### config.mk
export PLATFORM = sky130hd
export DESIGN_NAME = escaped_reply_deframer_top
export DESIGN_NICKNAME = d
export VERILOG_FILES = /design/src/rtl/erd_pkg.sv /design/src/rtl/escaped_reply_deframer_top.sv /design/src/rtl/erd_front.sv /design/src/rtl/erd_fifo.sv /design/src/rtl/erd_back.sv
export SDC_FILE = /design/constraint.sdc
export NUM_CORES = 1
export LEC_CHECK = 0
export ABC_AREA = 1
export BUFFER_PORTS_ARGS = -buffer_cell sky130_fd_sc_hd__buf_4
export CAP_MARGIN = 10
export CORE_ASPECT_RATIO = 2
export CORE_MARGIN = 1
export CORE_UTILIZATION = 56
export CTS_CLUSTER_SIZE = 40
export DETAILED_ROUTE_END_ITERATION = 12
export PLACE_DENSITY_LB_ADDON = 0.12
export SYNTH_ARGS = -nofsm -noshare
export SYNTH_HDL_FRONTEND = slang
export SYNTH_SLANG_ARGS = --single-unit
### constraint.sdc
create_clock -name clock -period 4.74 [get_ports clock]
set_input_delay 0.237 -clock clock [delete_from_list [all_inputs] [get_ports clock]]
set_output_delay 0.237 -clock clock [all_outputs]
set_load 0.02 [all_outputs]
### src/rtl/erd_pkg.sv
// erd_pkg: shared types, byte codes and helper functions of the escaped reply deframer
// used by erd_front, erd_fifo, erd_back and escaped_reply_deframer_top
`timescale 1ns / 1ps

package erd_pkg;

   // byte codes
   localparam logic [7:0] LEADER_BYTE = 8'h23;
   localparam logic [7:0] SPACE_BYTE  = 8'h20;
   localparam logic [7:0] ESCAPE_BYTE = 8'h28;
   localparam logic [7:0] CR_BYTE     = 8'h0D;
   localparam logic [7:0] XON_BYTE    = 8'h11;
   localparam logic [7:0] XOFF_BYTE   = 8'h13;
   localparam logic [7:0] LF_BYTE     = 8'h0A;
   localparam logic [7:0] ESC_CODE_MAX = 8'h04;

   // frame check values
   localparam logic [3:0] TOKEN_FIRST  = 4'd1;
   localparam logic [3:0] TOKEN_MAX    = 4'd15;
   localparam logic [3:0] TOKEN_BF_LO  = 4'd10;
   localparam logic [3:0] TOKEN_BF_HI  = 4'd11;
   localparam logic [7:0] LEN_START    = 8'd1;
   localparam logic [7:0] LEN_TOKEN10  = 8'd46;
   localparam logic [7:0] LEN_TOKEN11  = 8'd55;
   localparam logic [7:0] LEN_SPACE    = 8'd1;
   localparam logic [7:0] LEN_DATA     = 8'd2;
   localparam logic [7:0] LEN_BF_DATA  = 8'd8;

   // result kinds
   localparam logic KIND_DATA      = 1'b0;
   localparam logic KIND_FRAME_END = 1'b1;

   // frame status codes
   localparam logic [1:0] ST_OK          = 2'd0;
   localparam logic [1:0] ST_BAD_LEADER  = 2'd1;
   localparam logic [1:0] ST_TOKEN_COUNT = 2'd2;
   localparam logic [1:0] ST_LENGTH      = 2'd3;

   // results per input byte and queue between front and back
   localparam int MAX_RESULTS = 3;
   localparam int QUEUE_DEPTH = 2;
   localparam int QUEUE_PTR_W = $clog2(QUEUE_DEPTH);
   localparam int QUEUE_CNT_W = $clog2(QUEUE_DEPTH + 1);

   typedef struct packed {
      logic       kind;
      logic [7:0] data_byte;
      logic [3:0] token_index;
      logic       bit_field;
      logic [1:0] status;
   } result_type;

   // all results caused by one input byte, entry 0 first
   typedef struct packed {
      logic [1:0]                       count;
      result_type [MAX_RESULTS-1:0]     res;
   } bundle_type;

   // escape code to byte
   function automatic logic [7:0] unescape(input logic [2:0] code);
      logic [7:0] b;
      case (code)
         3'd0: b = CR_BYTE;
         3'd1: b = XON_BYTE;
         3'd2: b = XOFF_BYTE;
         3'd3: b = LF_BYTE;
         default: b = SPACE_BYTE;
      endcase
      return b;
   endfunction

   // status of a closing frame
   function automatic logic [1:0] frame_status(input logic [3:0] tok, input logic [7:0] len);
      logic [1:0] st;
      if (tok != TOKEN_BF_LO && tok != TOKEN_BF_HI) begin
         st = ST_TOKEN_COUNT;
      end else if (tok == TOKEN_BF_LO && len != LEN_TOKEN10) begin
         st = ST_LENGTH;
      end else if (tok == TOKEN_BF_HI && len != LEN_TOKEN11) begin
         st = ST_LENGTH;
      end else begin
         st = ST_OK;
      end
      return st;
   endfunction

endpackage

### src/rtl/escaped_reply_deframer_top.sv
// escaped_reply_deframer_top: top level of the escaped reply deframer
// depends on erd_pkg, erd_front, erd_fifo and erd_back
//
//   channel   direction  handshake          payload
//   req_      in         req_push/req_full  rx_byte, buffer_end
//   rsp_      out        rsp_pop/rsp_empty  kind, data_byte, token_index, bit_field,
//                                            status, last
//
// a byte is decoded in the cycle of its transfer; its results, none up to three, enter a
// two-bundle queue and leave one per cycle from the back while rsp_pop is held, through the
// single result port, the results of a bundle leaving in entry order, entry 0 first.
// reset is synchronous and empties the queue; frame state goes back to waiting for a leader.
// req_full rises only when the bundle queue is full; input and output stall on their own.
`timescale 1ns / 1ps

module escaped_reply_deframer_top (
   input  logic       clock,
   input  logic       reset,
   input  logic       req_push,
   output logic       req_full,
   input  logic [7:0] req_rx_byte,
   input  logic       req_buffer_end,
   output logic       rsp_empty,
   input  logic       rsp_pop,
   output logic       rsp_kind,
   output logic [7:0] rsp_data_byte,
   output logic [3:0] rsp_token_index,
   output logic       rsp_bit_field,
   output logic [1:0] rsp_status,
   output logic       rsp_last
);
   import erd_pkg::*;

   bundle_type push_bundle;
   bundle_type pop_bundle;
   logic       q_push;
   logic       q_full;
   logic       q_pop;
   logic       q_empty;

   // byte decode and frame state
   erd_front u_front (
      .clock          (clock),
      .reset          (reset),
      .req_push       (req_push),
      .req_full       (req_full),
      .req_rx_byte    (req_rx_byte),
      .req_buffer_end (req_buffer_end),
      .q_push         (q_push),
      .q_bundle       (push_bundle),
      .q_full         (q_full)
   );

   // bundle queue
   erd_fifo u_fifo (
      .clock     (clock),
      .reset     (reset),
      .push      (q_push),
      .push_data (push_bundle),
      .full      (q_full),
      .pop       (q_pop),
      .pop_data  (pop_bundle),
      .empty     (q_empty)
   );

   // result serializer
   erd_back u_back (
      .clock           (clock),
      .reset           (reset),
      .q_pop           (q_pop),
      .q_bundle        (pop_bundle),
      .q_empty         (q_empty),
      .rsp_empty       (rsp_empty),
      .rsp_pop         (rsp_pop),
      .rsp_kind        (rsp_kind),
      .rsp_data_byte   (rsp_data_byte),
      .rsp_token_index (rsp_token_index),
      .rsp_bit_field   (rsp_bit_field),
      .rsp_status      (rsp_status),
      .rsp_last        (rsp_last)
   );

endmodule

### src/rtl/erd_front.sv
// erd_front: takes input bytes, tracks frame state and builds the result bundle of each byte
// depends on erd_pkg
`timescale 1ns / 1ps

module erd_front (
   input  logic               clock,
   input  logic               reset,
   input  logic               req_push,
   output logic               req_full,
   input  logic [7:0]         req_rx_byte,
   input  logic               req_buffer_end,
   output logic               q_push,
   output erd_pkg::bundle_type q_bundle,
   input  logic               q_full
);
   import erd_pkg::*;

   localparam logic [1:0] PH_WAIT    = 2'd0;
   localparam logic [1:0] PH_FRAME   = 2'd1;
   localparam logic [1:0] PH_ESC     = 2'd2;
   localparam logic [1:0] PH_DISCARD = 2'd3;

   logic [1:0] phase_ff, phase_in;
   logic [3:0] token_ff, token_in;
   logic [7:0] length_ff, length_in;
   logic       accept;
   logic [1:0] n;
   logic       close;
   logic       bf;
   logic       do_frame;
   result_type [MAX_RESULTS-1:0] res;

   function automatic logic [7:0] sat_add(input logic [7:0] a, input logic [7:0] k);
      logic [8:0] s;
      s = {1'b0, a} + {1'b0, k};
      return s[8] ? 8'hFF : s[7:0];
   endfunction

   function automatic result_type data_result(input logic [7:0] b, input logic [3:0] tok,
                                              input logic f);
      result_type r;
      r.kind        = KIND_DATA;
      r.data_byte   = b;
      r.token_index = tok;
      r.bit_field   = f;
      r.status      = ST_OK;
      return r;
   endfunction

   function automatic result_type end_result(input logic [3:0] tok, input logic [1:0] st);
      result_type r;
      r.kind        = KIND_FRAME_END;
      r.data_byte   = 8'h00;
      r.token_index = tok;
      r.bit_field   = 1'b0;
      r.status      = st;
      return r;
   endfunction

   assign req_full = q_full;
   assign accept   = req_push && !q_full;

   // decode one byte into up to three results and the next frame state
   always_comb begin
      phase_in  = phase_ff;
      token_in  = token_ff;
      length_in = length_ff;
      n         = 2'd0;
      close     = 1'b0;
      res       = '0;
      bf        = 1'b0;
      do_frame  = 1'b0;
      case (phase_ff)
         PH_WAIT: begin
            if (req_rx_byte == LEADER_BYTE) begin
               token_in  = TOKEN_FIRST;
               length_in = LEN_START;
               phase_in  = PH_FRAME;
               close     = req_buffer_end;
            end else begin
               res[0]   = end_result(TOKEN_FIRST, ST_BAD_LEADER);
               n        = 2'd1;
               phase_in = (req_rx_byte == CR_BYTE || req_buffer_end) ? PH_WAIT : PH_DISCARD;
            end
         end
         PH_FRAME: begin
            do_frame = 1'b1;
            close    = req_buffer_end;
         end
         PH_ESC: begin
            phase_in  = PH_FRAME;
            bf        = (token_in == TOKEN_BF_LO || token_in == TOKEN_BF_HI);
            length_in = sat_add(length_in, bf ? LEN_BF_DATA : LEN_DATA);
            if (req_rx_byte <= ESC_CODE_MAX) begin
               res[0] = data_result(unescape(req_rx_byte[2:0]), token_in, bf);
            end else begin
               res[0]   = data_result(ESCAPE_BYTE, token_in, bf);
               do_frame = 1'b1;
            end
            n     = 2'd1;
            close = req_buffer_end;
         end
         default: begin
            if (req_rx_byte == CR_BYTE || req_buffer_end) begin
               phase_in = PH_WAIT;
            end
         end
      endcase

      // ordinary byte inside a frame
      if (do_frame) begin
         if (req_rx_byte == SPACE_BYTE) begin
            if (token_in < TOKEN_MAX) begin
               token_in = token_in + 4'd1;
            end
            length_in = sat_add(length_in, LEN_SPACE);
         end else if (req_rx_byte == ESCAPE_BYTE) begin
            phase_in = PH_ESC;
         end else if (req_rx_byte == CR_BYTE) begin
            close = 1'b1;
         end else begin
            bf        = (token_in == TOKEN_BF_LO || token_in == TOKEN_BF_HI);
            length_in = sat_add(length_in, bf ? LEN_BF_DATA : LEN_DATA);
            res[n]    = data_result(req_rx_byte, token_in, bf);
            n         = n + 2'd1;
         end
      end

      // frame close, flushing a pending escape as a literal
      if (close) begin
         if (phase_in == PH_ESC) begin
            bf        = (token_in == TOKEN_BF_LO || token_in == TOKEN_BF_HI);
            length_in = sat_add(length_in, bf ? LEN_BF_DATA : LEN_DATA);
            res[n]    = data_result(ESCAPE_BYTE, token_in, bf);
            n         = n + 2'd1;
         end
         res[n]   = end_result(token_in, frame_status(token_in, length_in));
         n        = n + 2'd1;
         phase_in = PH_WAIT;
      end
   end

   assign q_push         = accept && (n != 2'd0);
   assign q_bundle.count = n;
   assign q_bundle.res   = res;

   // frame state registers
   always_ff @(posedge clock) begin
      if (reset) begin
         phase_ff  <= PH_WAIT;
         token_ff  <= TOKEN_FIRST;
         length_ff <= LEN_START;
      end else if (accept) begin
         phase_ff  <= phase_in;
         token_ff  <= token_in;
         length_ff <= length_in;
      end
   end

endmodule

### src/rtl/erd_fifo.sv
// erd_fifo: short register queue of result bundles between front and back
// depends on erd_pkg
`timescale 1ns / 1ps

module erd_fifo (
   input  logic                clock,
   input  logic                reset,
   input  logic                push,
   input  erd_pkg::bundle_type push_data,
   output logic                full,
   input  logic                pop,
   output erd_pkg::bundle_type pop_data,
   output logic                empty
);
   import erd_pkg::*;

   bundle_type                 slot_ff [QUEUE_DEPTH];
   logic [QUEUE_PTR_W-1:0]     wr_ptr_ff;
   logic [QUEUE_PTR_W-1:0]     rd_ptr_ff;
   logic [QUEUE_CNT_W-1:0]     count_ff;
   logic                       do_push;
   logic                       do_pop;

   assign full     = (count_ff == QUEUE_CNT_W'(QUEUE_DEPTH));
   assign empty    = (count_ff == '0);
   assign do_push  = push && !full;
   assign do_pop   = pop && !empty;
   assign pop_data = slot_ff[rd_ptr_ff];

   // storage
   always_ff @(posedge clock) begin
      if (do_push) begin
         slot_ff[wr_ptr_ff] <= push_data;
      end
   end

   // pointers and fill count
   always_ff @(posedge clock) begin
      if (reset) begin
         wr_ptr_ff <= '0;
         rd_ptr_ff <= '0;
         count_ff  <= '0;
      end else begin
         if (do_push) begin
            wr_ptr_ff <= wr_ptr_ff + QUEUE_PTR_W'(1);
         end
         if (do_pop) begin
            rd_ptr_ff <= rd_ptr_ff + QUEUE_PTR_W'(1);
         end
         if (do_push && !do_pop) begin
            count_ff <= count_ff + QUEUE_CNT_W'(1);
         end else if (do_pop && !do_push) begin
            count_ff <= count_ff - QUEUE_CNT_W'(1);
         end
      end
   end

endmodule

### src/rtl/erd_back.sv
// erd_back: unpacks result bundles into single results on the output queue ports
// depends on erd_pkg
`timescale 1ns / 1ps

module erd_back (
   input  logic                clock,
   input  logic                reset,
   output logic                q_pop,
   input  erd_pkg::bundle_type q_bundle,
   input  logic                q_empty,
   output logic                rsp_empty,
   input  logic                rsp_pop,
   output logic                rsp_kind,
   output logic [7:0]          rsp_data_byte,
   output logic [3:0]          rsp_token_index,
   output logic                rsp_bit_field,
   output logic [1:0]          rsp_status,
   output logic                rsp_last
);
   import erd_pkg::*;

   bundle_type cur_ff;
   logic [1:0] idx_ff;
   logic       busy_ff;
   logic       take;
   logic       at_last;
   logic       load;
   result_type sel;

   assign at_last = (idx_ff == cur_ff.count - 2'd1);
   assign take    = rsp_pop && busy_ff;
   assign load    = !busy_ff || (take && at_last);
   assign q_pop   = load && !q_empty;

   // current bundle and position in it
   always_ff @(posedge clock) begin
      if (q_pop) begin
         cur_ff <= q_bundle;
      end
   end

   always_ff @(posedge clock) begin
      if (reset) begin
         busy_ff <= 1'b0;
         idx_ff  <= 2'd0;
      end else if (q_pop) begin
         busy_ff <= 1'b1;
         idx_ff  <= 2'd0;
      end else if (load) begin
         busy_ff <= 1'b0;
      end else if (take) begin
         idx_ff <= idx_ff + 2'd1;
      end
   end

   // result ports
   assign sel             = cur_ff.res[idx_ff];
   assign rsp_empty       = !busy_ff;
   assign rsp_kind        = sel.kind;
   assign rsp_data_byte   = sel.data_byte;
   assign rsp_token_index = sel.token_index;
   assign rsp_bit_field   = sel.bit_field;
   assign rsp_status      = sel.status;
   assign rsp_last        = at_last;

endmodule
==> impl_metrics.json <==
{
  "status": "completed",
  "synth.yosys.seq_area_share": 0.534,
  "syn_inst": 921,
  "netlist_area_mm2": 0.00803,
  "timing.final.crit_share": 0.923,
  "std_cell_rows": 61,
  "dr.first_iter.drc_count": 257,
  "wl_per_cell_um": 15.5,
  "start_util": 0.575,
  "drive_above_1_share": 0.160,
  "drv_cap": 0,
  "grt_pass1_wl_um": 29200,
  "fmax_ghz": 0.229,
  "final_cell_mix": "nand2_1, edfxtp_1, inv_1",
  "ys_async_sr_fraction": 0,
  "io_pins": 32,
  "grt.total_usage": 0.269,
  "hold_depth": 2,
  "yosysTopAreaCell": "edfxtp_1",
  "setup_violations": 0,
  "hp-class": "in -> reg",
  "syn_to_final_growth_pct": 15.3,
  "cp.buffers_inverters": 6,
  "skew_ns": 0.0105,
  "crit_arrival_ns": 4.54,
  "slew_violations": 0,
  "power.density_mw_per_mm2": 536,
  "hold_viol": 0,
  "cpLargestDelayFamily": "simple AND/OR/NAND/NOR gates",
  "die_area_mm2": 0.0149,
  "ys_ff_latch": 150,
  "first_global_vias": 6217,
  "finish.net_count": 1012,
  "cts_buffers": 17,
  "drc": 0,
  "period_needed_ns": 4.37,
  "cts_tree": "yes",
  "path_clk_slew_ns": 0.06,
  "r2r_cells": 33,
  "worstReg2RegStart": "u_front.token_ff[3]",
  "end_kind": "register",
  "synth_top_cell_area_share": 0.482,
  "viasPerCell": 5.26,
  "cpPeakStageDelay_ns": 0.35,
  "die_w_um": 86.7,
  "io_buffers": 31,
  "synth.avg_cell_area_um2": 8.72,
  "drt-pass1-iter-count": 4,
  "antenna_found_initial": 0,
  "clock_latency_ns": 0.42,
  "totalWireLength_um": 18200,
  "r2r-end": "u_fifo.slot_ff[1][1]",
  "gr-total-overflow": 0,
  "core_area_mm2": 0.0140,
  "ir_drop_mv": 0.316,
  "rrSetupSlack_ns": 0.37,
  "fin_tns_setup_ns": 0,
  "ys.warnings.count": 0,
  "clockRootBuffer": "clkbuf_16",
  "final_common_cell": "nand2_1",
  "hold-path-endpoint": "u_back.busy_ff",
  "num_vias": 6182,
  "grt_start_max_net_pins": 47,
  "drtAntennaViolNets": 0,
  "total_power_w": 0.00496,
  "cts.sinks": 150,
  "worstMarginPinSlew_ns": 0.712,
  "holdBufCountCts": 0,
  "htreeDepth": 4,
  "min-delay-start": "reset",
  "worstPathRequired_ns": 4.91,
  "worstSetupPathType": "reg -> reg",
  "crit_slowest_cell": "dfxtp_2",
  "die_y_um": 171,
  "yosysUniqueCellTypes": 50,
  "n_fill_cell": 1157,
  "synth_edf_count": 129,
  "max_slew_margin": 0.523,
  "rsz0062_at_grt": "no",
  "cp_max_fo": 4,
  "hpwl_um": 14000,
  "clockBufferDepth": 2,
  "startpoint_type": "register",
  "synth.area.top_cells": "edfxtp_1, nand2_1, dfxtp_1",
  "routabilityCongestion": 0.939,
  "synth_fp_nets": 959,
  "n_antenna_cell": 0,
  "ys.flop_type": "edfxtp_1",
  "p_leak_nw": 3.98
}
-- where the power goes --
group	leakage (nW)	switching, W	internal, W	total [W]
combinational	2.31	0.00110	0.000526	0.00163
sequential	1.40	0.000104	0.00196	0.00207
clock	0.270	0.000486	0.000783	0.00127
total	3.98	0.00169	0.00327	0.00496
-- worst register-to-register path: cells and delay by family, from the launching register on --
family                     cells  cell delay [ns]
and+or+nand+nor               18             1.74
buffers and inverters          6             0.40
AOI/OAI and AO/OA              4             0.56
DFF                            1             0.35
adders and majority gates      5             1.08
-- state kept, by name, summed over array words and instances (netlist names) --
signal             cells
u_fifo.count_ff        2
u_back.idx_ff          2
u_front.length_ff      8
u_back.cur_ff         43
u_fifo.rd_ptr_ff       1
u_fifo.slot_ff        86
u_fifo.wr_ptr_ff       1
u_front.phase_ff       2
u_back.busy_ff         1
u_front.token_ff       4
-- cells by family (layout without fill, tap and decap cells) --
family | Yosys count | count (layout) | synth area share
flip-flops | 150 | 150 | 0.534
adder cells (fa/ha/maj) | 25 | 25 | 0.0389
AND/OR/NAND/NOR | 469 | 469 | 0.256
AO/OA/AOI/OAI | 127 | 127 | 0.0916
XOR/XNOR | 9 | 9 | 0.00981
buffers and inverters | 141 | 207 | 0.0696
-- worst max-delay path by stage --
stage                        startpoint                   end  slack [ns]  cells past startpoint
floorplan              u_back.idx_ff[0]    u_fifo.count_ff[1]        0.16                     14
global placement    u_front.token_ff[1]  u_fifo.slot_ff[0][1]        0.20                     34
CTS                 u_front.token_ff[1]  u_fifo.slot_ff[1][1]        0.12                     34
finish              u_front.token_ff[3]  u_fifo.slot_ff[1][1]        0.37                     33
detailed placement  u_front.token_ff[1]  u_fifo.slot_ff[0][1]        0.03                     34
global route        u_front.token_ff[3]  u_fifo.slot_ff[1][1]       0.008                     34
-- through the flow --
| stage | worst slack, ns | hold WS [ns] | util | std cells | instance area, µm² |
|---|---|---|---|---|---|
| floorplan | 0.162 | 0.427 | - | 921 | 8040 |
| global placement | 0.201 | 0.485 | 0.617 | 1143 | 8620 |
| detailed placement | 0.0286 | 0.495 | 0.617 | 1143 | 8620 |
| CTS | 0.122 | 0.146 | 0.658 | 1175 | 9190 |
| global route | 0.00827 | 0.164 | 0.663 | 1176 | 9270 |
| finish | 0.367 | 0.148 | 0.663 | 1176 | 9270 |
-- layout make-up --
type / count / area, µm² / share of cell area
Tap cell: 189 / 236 / 0.0255
Clock inverter: 10 / 108 / 0.0116
Clock buffer: 22 / 454 / 0.0490
Timing Repair Buffer: 58 / 448 / 0.0483
Inverter: 117 / 442 / 0.0477
Multi-Input combinational cell: 630 / 3280 / 0.354
Sequential cell: 150 / 4300 / 0.464
-- synthesized netlist by cell type, drive strengths merged (2+ instances only) --
cell type and number:
nand2 281, edfxtp 129, inv 116, nor2 103, nand3 69, o21ai 62
a21oi 34, ha 25, dfxtp 21, clkbuf 18, o22ai 9, buf 6
nand4 6, xor2 6, nor3 5, a31oi 4, xnor2 3, a221oi 2
a32oi 2, nor3b 2, o211ai 2, o31ai 2
-- per-layer routing --
| layer | global-route usage | vias up | wire length (µm) |
|---|---|---|---|
| li1 | - | 3155 | - |
| met3 | 0.0475 | 61 | 399 |
| met4 | 0.192 | 0 | 1330 |
| met1 | 0.244 | 2840 | 6240 |
| met5 | 0 | - | 0 |
| met2 | 0.518 | 126 | 10200 |
-- timing repair --
item | 4_1_cts | 5_1_grt
endpoints found under the setup margin | 2 | 13
pin swaps | 0 | 2
setup buffers | 0 | 1
resized for setup | 1 | 18
(Power assumes the default switching activity.)
